`src/rtl/stsf_pkg.sv`:
```
// ----------------------------------------------------------------------------
// stsf_pkg: shared types and constants for the subarray target sum finder
// Field widths, result status codes and the controller/datapath interface.
// ----------------------------------------------------------------------------
package stsf_pkg;

    localparam int MAX_LEN_DEF = 1024;

    localparam int ELEM_W   = 31;
    localparam int TARGET_W = 48;
    localparam int SUM_W    = 49;
    localparam int STATUS_W = 2;

    localparam logic [STATUS_W-1:0] STAT_FOUND     = 2'd0;
    localparam logic [STATUS_W-1:0] STAT_NOT_FOUND = 2'd1;
    localparam logic [STATUS_W-1:0] STAT_TOO_LONG  = 2'd2;

    typedef struct packed {
        logic                load;
        logic                push;
        logic                pop;
        logic                set_res;
        logic [STATUS_W-1:0] res_code;
        logic                emit;
        logic                clear;
    } t_ctrl_cmd;

    typedef struct packed {
        logic answered;
        logic full;
        logic need_pop;
        logic found;
        logic last;
        logic out_busy;
    } t_dp_stat;

endpackage

```
`src/rtl/stsf_ctrl.sv`:
```
// ----------------------------------------------------------------------------
// stsf_ctrl: sequencing controller
// Steps each element through push, window shrink, match check and result.
// ----------------------------------------------------------------------------
module stsf_ctrl (
    input  logic                 i_clk,
    input  logic                 i_rst_n,
    input  logic                 i_valid,
    input  logic                 i_is_last,
    input  logic                 i_ready,
    input  stsf_pkg::t_dp_stat   i_stat,
    output logic                 o_ready,
    output stsf_pkg::t_ctrl_cmd  o_cmd
);

    localparam logic [1:0] S_IDLE  = 2'd0;
    localparam logic [1:0] S_CHECK = 2'd1;
    localparam logic [1:0] S_SUB   = 2'd2;
    localparam logic [1:0] S_EMIT  = 2'd3;

    logic [1:0] r_state;
    logic [1:0] n_state;
    logic       w_accept;

    assign o_ready  = (r_state == S_IDLE);
    assign w_accept = i_valid && o_ready;

    always_comb begin
        n_state = r_state;
        o_cmd   = '0;
        o_cmd.res_code = stsf_pkg::STAT_FOUND;
        case (r_state)
            S_IDLE: begin
                if (w_accept) begin
                    o_cmd.load = 1'b1;
                    if (i_stat.answered) begin
                        o_cmd.clear = i_is_last;
                    end else if (i_stat.full) begin
                        o_cmd.set_res  = 1'b1;
                        o_cmd.res_code = stsf_pkg::STAT_TOO_LONG;
                        n_state        = S_EMIT;
                    end else begin
                        o_cmd.push = 1'b1;
                        n_state    = S_CHECK;
                    end
                end
            end
            S_CHECK: begin
                if (i_stat.need_pop) begin
                    n_state = S_SUB;
                end else if (i_stat.found) begin
                    o_cmd.set_res  = 1'b1;
                    o_cmd.res_code = stsf_pkg::STAT_FOUND;
                    n_state        = S_EMIT;
                end else if (i_stat.last) begin
                    o_cmd.set_res  = 1'b1;
                    o_cmd.res_code = stsf_pkg::STAT_NOT_FOUND;
                    n_state        = S_EMIT;
                end else begin
                    n_state = S_IDLE;
                end
            end
            S_SUB: begin
                o_cmd.pop = 1'b1;
                n_state   = S_CHECK;
            end
            S_EMIT: begin
                if (!i_stat.out_busy || i_ready) begin
                    o_cmd.emit  = 1'b1;
                    o_cmd.clear = i_stat.last;
                    n_state     = S_IDLE;
                end
            end
            default: begin
                n_state = S_IDLE;
            end
        endcase
    end

    always_ff @(posedge i_clk) begin
        if (!i_rst_n) begin
            r_state <= S_IDLE;
        end else begin
            r_state <= n_state;
        end
    end

endmodule

```
`config.mk`:
```
export PLATFORM = sky130hd
export DESIGN_NAME = stsf_ctrl
export DESIGN_NICKNAME = d
export VERILOG_FILES = /design/src/rtl/stsf_pkg.sv /design/src/rtl/stsf_ctrl.sv
export SDC_FILE = /design/constraint.sdc
export NUM_CORES = 1
export LEC_CHECK = 0
export BUFFER_PORTS_ARGS = -buffer_cell sky130_fd_sc_hd__clkbuf_2
export CAP_MARGIN = 10
export CORE_AREA = 2 2 39 41
export CTS_CLUSTER_SIZE = 12
export DETAILED_ROUTE_END_ITERATION = 8
export DIE_AREA = 0 0 41 43
export PLACE_DENSITY = 0.52
export REMOVE_ABC_BUFFERS = 1
export SLEW_MARGIN = 30
export SYNTH_ARGS = -nofsm -noshare
export SYNTH_HDL_FRONTEND = slang
export SYNTH_SLANG_ARGS = --single-unit
```
`constraint.sdc`:
```
create_clock -name i_clk -period 1.4 [get_ports i_clk]
set_input_delay 0.28 -clock i_clk [delete_from_list [all_inputs] [get_ports i_clk]]
set_output_delay 0.28 -clock i_clk [all_outputs]
set_load 0.02 [all_outputs]
```
Word-level counts from Yosys, hierarchy flattened
Index checks and enable logic that the tools add are counted.

word-level totals
  register bits = 2
  input bits = 11
  output and inout bits = 9

cells by class
  muxes and demuxes = 25
  reductions and logical operators = 5
  equal/unequal tests = 6

operators with widths
  operator            number
  $mux 2              10
  $mux 3              6
  $pmux 2 s4          1
  $mux 1              6
  $pmux 3 s2          1
  $eq 2x2->1 const B  2
  $ne 2x2->1 const B  2
  $reduce_and 3->1    1
  $eq 2x1->1 const B  1
  $logic_not 2->1     1
  $ne 2x1->1 const B  1
  $pmux 1 s2          1
  $logic_and 1x1->1   1
  $logic_not 1->1     1
  $logic_or 1x1->1    1

Depth between registers and ports, before layout
Gate-level depths: netlist of the first run.

  word-level depth = 4
  gate-level depth with buffers = 5

Worst setup path before layout of the first run
Ideal clock, no wire load.

  path kind = reg-to-output
  start point = register r_state[0]
  end point = output o_cmd[4] (netlist bit)
  required time = 1120 ps
  slack = -631 ps
  cell stages (with the launch flop) = 6
  path buffers = 0
  arrival = 1751 ps
  path through = dfxtp_1 > inv_1 > ha_1 > nand2_1 > nor3b_1 > a21o_2

RTL lines
  item                      RTL line         source
  start: declaration        stsf_ctrl.sv:21  logic [1:0] r_state;
  start signal: assignment  stsf_ctrl.sv:84  r_state <= n_state;
  end: declaration          stsf_ctrl.sv:13  output stsf_pkg::t_ctrl_cmd o_cmd

==> results.sh, run 1 <==
export IMPL_worst_endpoint_arrival_ns=1.26
export IMPL_clk_pin_slew_ns=0.03
export IMPL_dr_first_iter_drc_count=4
export IMPL_crit_path_start_kind="flip-flop"
export IMPL_cp_cell_sequence="inv_4 -> ha_4 -> nand2_2 -> nor3b_2 -> a21o_2 -> buf_8"
export IMPL_min_to="r_state[1]$_SDFFE_PN0P_"
export IMPL_p_total_mw=1.400
export IMPL_crit_buf_inv=2
export IMPL_seq_area_frac_synth_pct=14.29
export IMPL_slew_violations=0
export IMPL_grt_pass1_vias=369
export IMPL_hold_buffers=0
export IMPL_nets=84
export IMPL_cts_root_buf="clkbuf_4"
export IMPL_clock_latency_ns=0.23
export IMPL_p_per_area_nw_per_um2=2042
export IMPL_grt_max_degree=5
export IMPL_largest_reg_flops=2
export IMPL_violations="negative setup slack"
export IMPL_drv_cap=0
export IMPL_slew_headroom_pct=84.80
export IMPL_worst_pin_slew_ns=0.2280
export IMPL_top_register="r_state"
export IMPL_r2r_end="r_state[0]$_SDFFE_PN0P_"
export IMPL_cpMaxStageDelayCell="dfxtp_2"
export IMPL_place_congestion=0.6840
export IMPL_clk_path_buf_depth=2
export IMPL_top_regs="r_state (2)"
export IMPL_nFillCells=136
export IMPL_cts_tree="built"
export IMPL_worst_slack_ns=-0.1386
export IMPL_rsz0062_at_grt="true"
export IMPL_first_pass_iters=4
export IMPL_max_stage_delay_ns=0.33
export IMPL_crit_cells=6
export IMPL_antenna_found_initial=0
export IMPL_synth_distinct_cells=21
export IMPL_critPathTopFamily="flip-flops"
export IMPL_min_period_ns=1.539
export IMPL_critPathKind="reg -> out"
export IMPL_row_count=14
export IMPL_synth_area_um2=280.3
export IMPL_drt_wl_total_um=984
export IMPL_grt_overflow_total=0
export IMPL_via_per_inst=4.659
export IMPL_vias=382
export IMPL_hold_depth=3
export IMPL_avgSynthCellArea_um2=8.243
export IMPL_ys_warn_count=0
export IMPL_fp_dieArea_um2=1763
export IMPL_hpwl_um=676.9
export IMPL_area_growth_pct=144.6
export IMPL_dp_slack_ns=-0.1084
export IMPL_cp_data_required_time_ns=1.12
export IMPL_hold_start="i_rst_n"
export IMPL_r2r_start="r_state[0]$_SDFFE_PN0P_"
export IMPL_fmax_ghz=0.6499
export IMPL_cts_buffers=3
export IMPL_diodes=0
export IMPL_setup_viol_count_final=8
export IMPL_port_buffers=19
export IMPL_core_area_um2=1384
export IMPL_ir_drop_uv=1060
export IMPL_rr_worst_depth=7
export IMPL_antenna_left=0
export IMPL_ys_ff_latch=2
export IMPL_cp_end_kind="output pin"
export IMPL_clock_sinks=2
export IMPL_hold_class="in -> reg"
export IMPL_start_util_pct=20.25
export IMPL_worstPathMaxFanout=3
export IMPL_status="complete, but fails checks"
export IMPL_power_leakage_nw=0.3165
export IMPL_drive_gt1_share_pct=83.33
export IMPL_grt_total_usage_pct=12.81
export IMPL_wl_per_cell_um=12.00
export IMPL_ios=20
export IMPL_period_share_pct=109.9
export IMPL_finalHoldViolCount=0
export IMPL_grt_pass1_wl_um=1497
export IMPL_post_route_drc_count=0
export IMPL_reg2reg_slack_ns=-0.05
export IMPL_synth_cells=34
export IMPL_fp_dieH_um=43
export IMPL_clock_skew_ns=0.008194
export IMPL_cts_htree_levels=1
export IMPL_die_x_um=41
## kinds of logic (layout without fill, tap and decap cells)
family                     Yosys count  after routing  share of synthesized area, %
buffers and inverters                5             37                         6.697
adders and majority gates            5              5                         22.32
AOI/OAI and AO/OA                    9              9                         27.68
and+or+nand+nor                     13             13                         29.02
DFF                                  2              2                         14.29
## metrics by stage
step	instances	utilization (%)	hold slack [ns]	TNS, ns	area (um^2)
final	82	49.55	0.2694	-0.7530	685.7
after global routing	82	49.55	0.2794	-1.260	685.7
after floorplan	34	-	0.3984	-1.445	280.3
after CTS	81	46.38	0.2657	-0.6874	641.9
after global placement	76	32.37	0.5164	-0.1630	447.9
after detailed placement	76	32.37	0.5134	-0.2286	447.9
## cell type report
class	count	area, um^2	area share [%]
clock buffers	3	22.52	3.285
well taps	16	20.02	2.920
flip-flops and latches	2	45.04	6.569
multi-input cells	27	324.1	47.26
repair buffers	29	250.2	36.50
inverters	5	23.77	3.467
## worst min-delay path: cells and delay by family
kind,cells,cell delay [ns]
buffers and inverters,2,0.14
AOI/OAI and AO/OA,1,0.03
## synthesized netlist by cell type
| master | n | area share (%) |
|---|---|---|
| or2_1 | 1 | 2.2 |
| nor3b_1 | 1 | 2.7 |
| a21oi_1 | 1 | 1.8 |
| a211o_1 | 1 | 3.1 |
| o31a_2 | 1 | 3.6 |
| nand2b_1 | 2 | 4.5 |
| and3b_2 | 1 | 3.6 |
| a21o_2 | 1 | 3.1 |
| inv_1 | 5 | 6.7 |
| and2_1 | 1 | 2.2 |
| and3b_1 | 1 | 3.1 |
| o221a_1 | 1 | 4.0 |
| dfxtp_1 | 2 | 14 |
| nor2b_1 | 1 | 2.2 |
| a21o_1 | 1 | 2.7 |
| ha_1 | 5 | 22 |
| nand4_1 | 1 | 2.2 |
| nand2_1 | 2 | 2.7 |
| a221oi_1 | 3 | 9.4 |
| nand3_1 | 1 | 1.8 |
| nor3_1 | 1 | 1.8 |
## placed cells by master (no fill, tap or decap)
master / synthesis / layout
a221oi_2: 0 / 3
inv_2: 0 / 1
dfxtp_2: 0 / 1
nand2b_1: 2 / 2
o221a_1: 1 / 1
nand3_2: 0 / 1
or2_1: 1 / 1
dfxtp_4: 0 / 1
nor3_2: 0 / 1
clkbuf_2: 0 / 10
clkbuf_8: 0 / 2
buf_6: 0 / 6
nand2_2: 0 / 1
buf_4: 0 / 7
a21o_1: 1 / 1
inv_1: 5 / 2
clkbuf_4: 0 / 4
nand4_1: 1 / 1
and2_4: 0 / 1
buf_8: 0 / 3
a21o_2: 1 / 1
a21oi_2: 0 / 1
and3b_1: 1 / 1
inv_4: 0 / 2
nor3b_2: 0 / 1
ha_4: 0 / 4
nand2_1: 2 / 1
ha_2: 0 / 1
a211o_1: 1 / 1
nor2b_4: 0 / 1
and3b_2: 1 / 1
o31a_2: 1 / 1
## metal layers
metal | track usage (%) | up-vias | share of wire [%]
met5 | 0 | - | 0
met4 | 4.000 | 0 | 0
met3 | 5.236 | 0 | 5.8
met2 | 22.81 | 14 | 54
li1 | - | 192 | -
met1 | 12.42 | 176 | 40
## report_power, final
part	internal (mW)	switching (mW)
Combinational	0.646	0.485
Sequential	0.0969	0.0427
Clock	0.0948	0.0348
## worst max path at each step
stage / end / slack (ns) / startpoint
after floorplan: o_cmd[4] / -0.63 / r_state[0]$_SDFFE_PN0P_
after global placement: o_cmd[4] / -0.07 / r_state[1]$_SDFFE_PN0P_
after detailed placement: o_cmd[4] / -0.11 / r_state[1]$_SDFFE_PN0P_
after CTS: o_cmd[4] / -0.14 / r_state[1]$_SDFFE_PN0P_
after global routing: o_cmd[4] / -0.19 / r_state[1]$_SDFFE_PN0P_
final: o_cmd[4] / -0.14 / r_state[1]$_SDFFE_PN0P_
## what timing repair did
action,4_1_cts,5_1_grt
pin swaps,8,3
endpoints found under the setup margin,11,11
gates resized for setup,38,17
cloned,0,0
buffers inserted,3,1
Note: power is estimated with default switching activity, not from simulation.
==> run 2: changes to the inputs <==
ABC_AREA = 1   (was default)
PLACE_DENSITY = 0.53   (was 0.52)
clock period = 1.91 ns   (was 1.4 ns; I/O delays follow)
==> run 2 against run 1 <==
  * The flow now finishes without violations
  * Critical path depth rose by 1
  * Combinational power fell by 68%
  * Utilization fell by 18 points
  * Clock power fell by 29%
  * Global-route usage fell by 3.8 points
  * Design area fell by 36%
  * Die area did not move
  * Highest routed layer is now met4
  * Wire length fell by 32%
  * Clock skew fell by 0.0079 ns
  * Critical path type unchanged
  * Cell count rose by 4.9%
  * Sequential share of layout area rose by 2.6 points
==> results.sh, run 2 <==
export IMPL_synth_edf_count=0
export IMPL_crit_cells=7
export IMPL_p_per_area_nw_per_um2=1217
export IMPL_hold_class="in -> reg"
export IMPL_fmax_ghz=0.5646
export IMPL_crit_buf_inv=3
export IMPL_finalHoldViolCount=0
export IMPL_cp_end_kind="output pin"
export IMPL_ys_ff_latch=2
export IMPL_ys_top_cells_by_count="nand2_1, inv_1, nor2_1, ha_1"
export IMPL_start_util_pct=21.34
export IMPL_ios=20
export IMPL_seq_area_frac_synth_pct=13.56
export IMPL_core_area_um2=1384
export IMPL_min_period_ns=1.771
export IMPL_hold_depth=3
export IMPL_largest_reg_flops=2
export IMPL_slew_headroom_pct=85.08
export IMPL_ir_drop_uv=325.9
export IMPL_reg2reg_slack_ns=0.75
export IMPL_r2r_start="r_state[0]$_SDFFE_PN0P_"
export IMPL_dr_first_iter_drc_count=1
export IMPL_max_stage_delay_ns=0.33
export IMPL_worst_endpoint_arrival_ns=1.39
export IMPL_cts_tree="built"
export IMPL_status="finished, final reports clean"
export IMPL_drv_cap=0
export IMPL_port_buffers=19
export IMPL_final_common_cell="clkbuf_2"
export IMPL_hpwl_um=589.1
export IMPL_cts_root_buf="clkbuf_4"
export IMPL_fp_dieArea_um2=1763
export IMPL_cpMaxStageDelayCell="dfxtp_1"
export IMPL_first_pass_iters=2
export IMPL_nFillCells=153
export IMPL_grt_pass1_vias=306
export IMPL_synth_simple_area_share_pct=36.86
export IMPL_layout_common_cells="clkbuf_2, nand2_1, inv_1, nor2_1"
export IMPL_worst_pin_slew_ns=0.2217
export IMPL_diodes=0
export IMPL_grt_overflow_total=0
export IMPL_antenna_found_initial=0
export IMPL_slew_violations=0
export IMPL_synth_top_area_share_pct=21.19
export IMPL_row_count=14
export IMPL_fin_tns_setup_ns=0
export IMPL_setup_viol_count_final=0
export IMPL_ys_warn_count=0
export IMPL_antenna_left=0
export IMPL_synthMuxAreaShare_pct=0
export IMPL_power_leakage_nw=0.2562
export IMPL_top_regs="r_state (2)"
export IMPL_clk_pin_slew_ns=0.03
export IMPL_cts_buffers=3
export IMPL_worst_slack_ns=0.1389
export IMPL_rr_worst_depth=6
export IMPL_clock_sinks=2
export IMPL_nets=88
export IMPL_cts_htree_levels=1
export IMPL_cp_data_required_time_ns=1.53
export IMPL_critPathTopFamily="buffers and inverters"
export IMPL_clock_latency_ns=0.22
export IMPL_top_register="r_state"
export IMPL_cp_cell_sequence="inv_1 -> ha_2 -> nand2_1 -> inv_2 -> nand3_1 -> a21oi_1 -> clkbuf_2"
export IMPL_p_total_mw=0.5299
export IMPL_synth_area_um2=295.3
export IMPL_period_share_pct=92.73
export IMPL_die_x_um=41
export IMPL_grt_pass1_wl_um=1028
export IMPL_crit_path_start_kind="flip-flop"
export IMPL_worstSetupEndpoint="o_cmd[0]"
export IMPL_synth_compound_area_share_pct=14.41
export IMPL_synth_most_common_cell="nand2_1"
export IMPL_wl_per_cell_um=7.733
export IMPL_avgSynthCellArea_um2=6.152
export IMPL_rsz0062_at_grt="false"
export IMPL_critPathKind="reg -> out"
export IMPL_r2r_end="r_state[1]$_SDFFE_PN0P_"
export IMPL_area_growth_pct=47.46
export IMPL_synth_xor_area_share_pct=0
export IMPL_vias=351
export IMPL_synth_flop_cell="dfxtp_1"
export IMPL_synth_cells=48
export IMPL_synth_top_family_by_area="simple AND/OR/NAND/NOR gates"
export IMPL_clock_skew_ns=0.0003176
export IMPL_via_per_inst=4.081
export IMPL_synthArstFlopShare_pct=0
export IMPL_post_route_drc_count=0
export IMPL_drive_gt1_share_pct=45.71
export IMPL_grt_total_usage_pct=9.009
export IMPL_yosys_area_share_adder_pct=21.19
export IMPL_synth_top_cells_by_area="ha_1, dfxtp_1, nand2_1, inv_1, nor2_1"
export IMPL_drt_wl_total_um=665
export IMPL_synth_largest_area_cell="ha_1"
export IMPL_crit_path_start="r_state[0]$_SDFFE_PN0P_"
export IMPL_worstPathMaxFanout=5
export IMPL_place_congestion=0.6400
export IMPL_clk_path_buf_depth=2
export IMPL_dp_slack_ns=0.3349
export IMPL_synth_distinct_cells=16
export IMPL_fp_dieH_um=43
export IMPL_grt_max_degree=6
==> run 2: cell types whose count changed after synthesis, moves of 2 or more <==
cell      before  now
inv_2          0    4
o21ai_0        0    2
nand2_1        2   10
inv_1          5    7
nor2_1         0    6
a221oi_1       3    0
nand3_1        1    4
nand2b_1       2    0
==> run 2: final cells by class <==
cell class / instances / area (um^2) / area share [%]
clock buffers: 3 / 22.52 / 5.172
flip-flops and latches: 2 / 40.04 / 9.195
well taps: 16 / 20.02 / 4.598
multi-input cells: 35 / 216.5 / 49.71
repair buffers: 19 / 95.09 / 21.84
inverters: 11 / 41.29 / 9.483
==> run 2: worst min-delay path by stage <==
stage	startpoint	end	slack, ns
3_3_place_gp	r_state[0]$_SDFFE_PN0P_	r_state[0]$_SDFFE_PN0P_	0.51
6_report	i_rst_n	r_state[0]$_SDFFE_PN0P_	0.38
3_5_place_dp	r_state[0]$_SDFFE_PN0P_	r_state[0]$_SDFFE_PN0P_	0.52
2_1_floorplan	r_state[0]$_SDFFE_PN0P_	r_state[0]$_SDFFE_PN0P_	0.49
4_1_cts	i_rst_n	r_state[0]$_SDFFE_PN0P_	0.37
5_1_grt	i_rst_n	r_state[0]$_SDFFE_PN0P_	0.38
==> run 2: tightest hold or removal path: stages <==
cell,delay (ns)
clkbuf_2,0.09
inv_1,0.06
a21oi_2,0.03
==> run 2: power by group <==
group / internal [mW] / leakage [nW] / total [mW] / switching, mW
clock: 0.0692 / 0.0138 / 0.0928 / 0.0236
sequential: 0.0609 / 0.0166 / 0.0797 / 0.0188
combinational: 0.131 / 0.226 / 0.357 / 0.227
total: 0.261 / 0.256 / 0.530 / 0.269
==> run 2: through the flow <==
stage / hold WS [ns] / util (%) / cells / area [um^2]
after floorplan: 0.4879 / - / 48 / 295.3
after global placement: 0.5131 / 29.66 / 83 / 410.4
after detailed placement: 0.5198 / 29.66 / 83 / 410.4
after CTS: 0.3703 / 31.28 / 86 / 432.9
after global routing: 0.3827 / 31.46 / 86 / 435.4
final: 0.3784 / 31.46 / 86 / 435.4
==> run 2: repair_timing <==
action / 4_1_cts / 5_1_grt
hold buffers: 0 / 0
gates resized for setup: 0 / 1
setup endpoints to repair: 0 / 1
buffers inserted: 0 / 0
==> run 2: metal layers <==
metal / share of wire, % / global-route usage, % / vias to the layer above
met5: 0 / 0 / -
met4: 2.3 / 10.00 / 0
met3: 8.4 / 1.571 / 2
met2: 46 / 13.44 / 13
met1: 43 / 9.236 / 142
li1: - / - / 194
==> run 2: kinds of logic (layout without fill, tap and decap cells) <==
logic type / Yosys count / after routing
simple gates: 24 / 24
buf+inv: 11 / 33
compound gates: 6 / 6
fa+ha+maj: 5 / 5
flops: 2 / 2
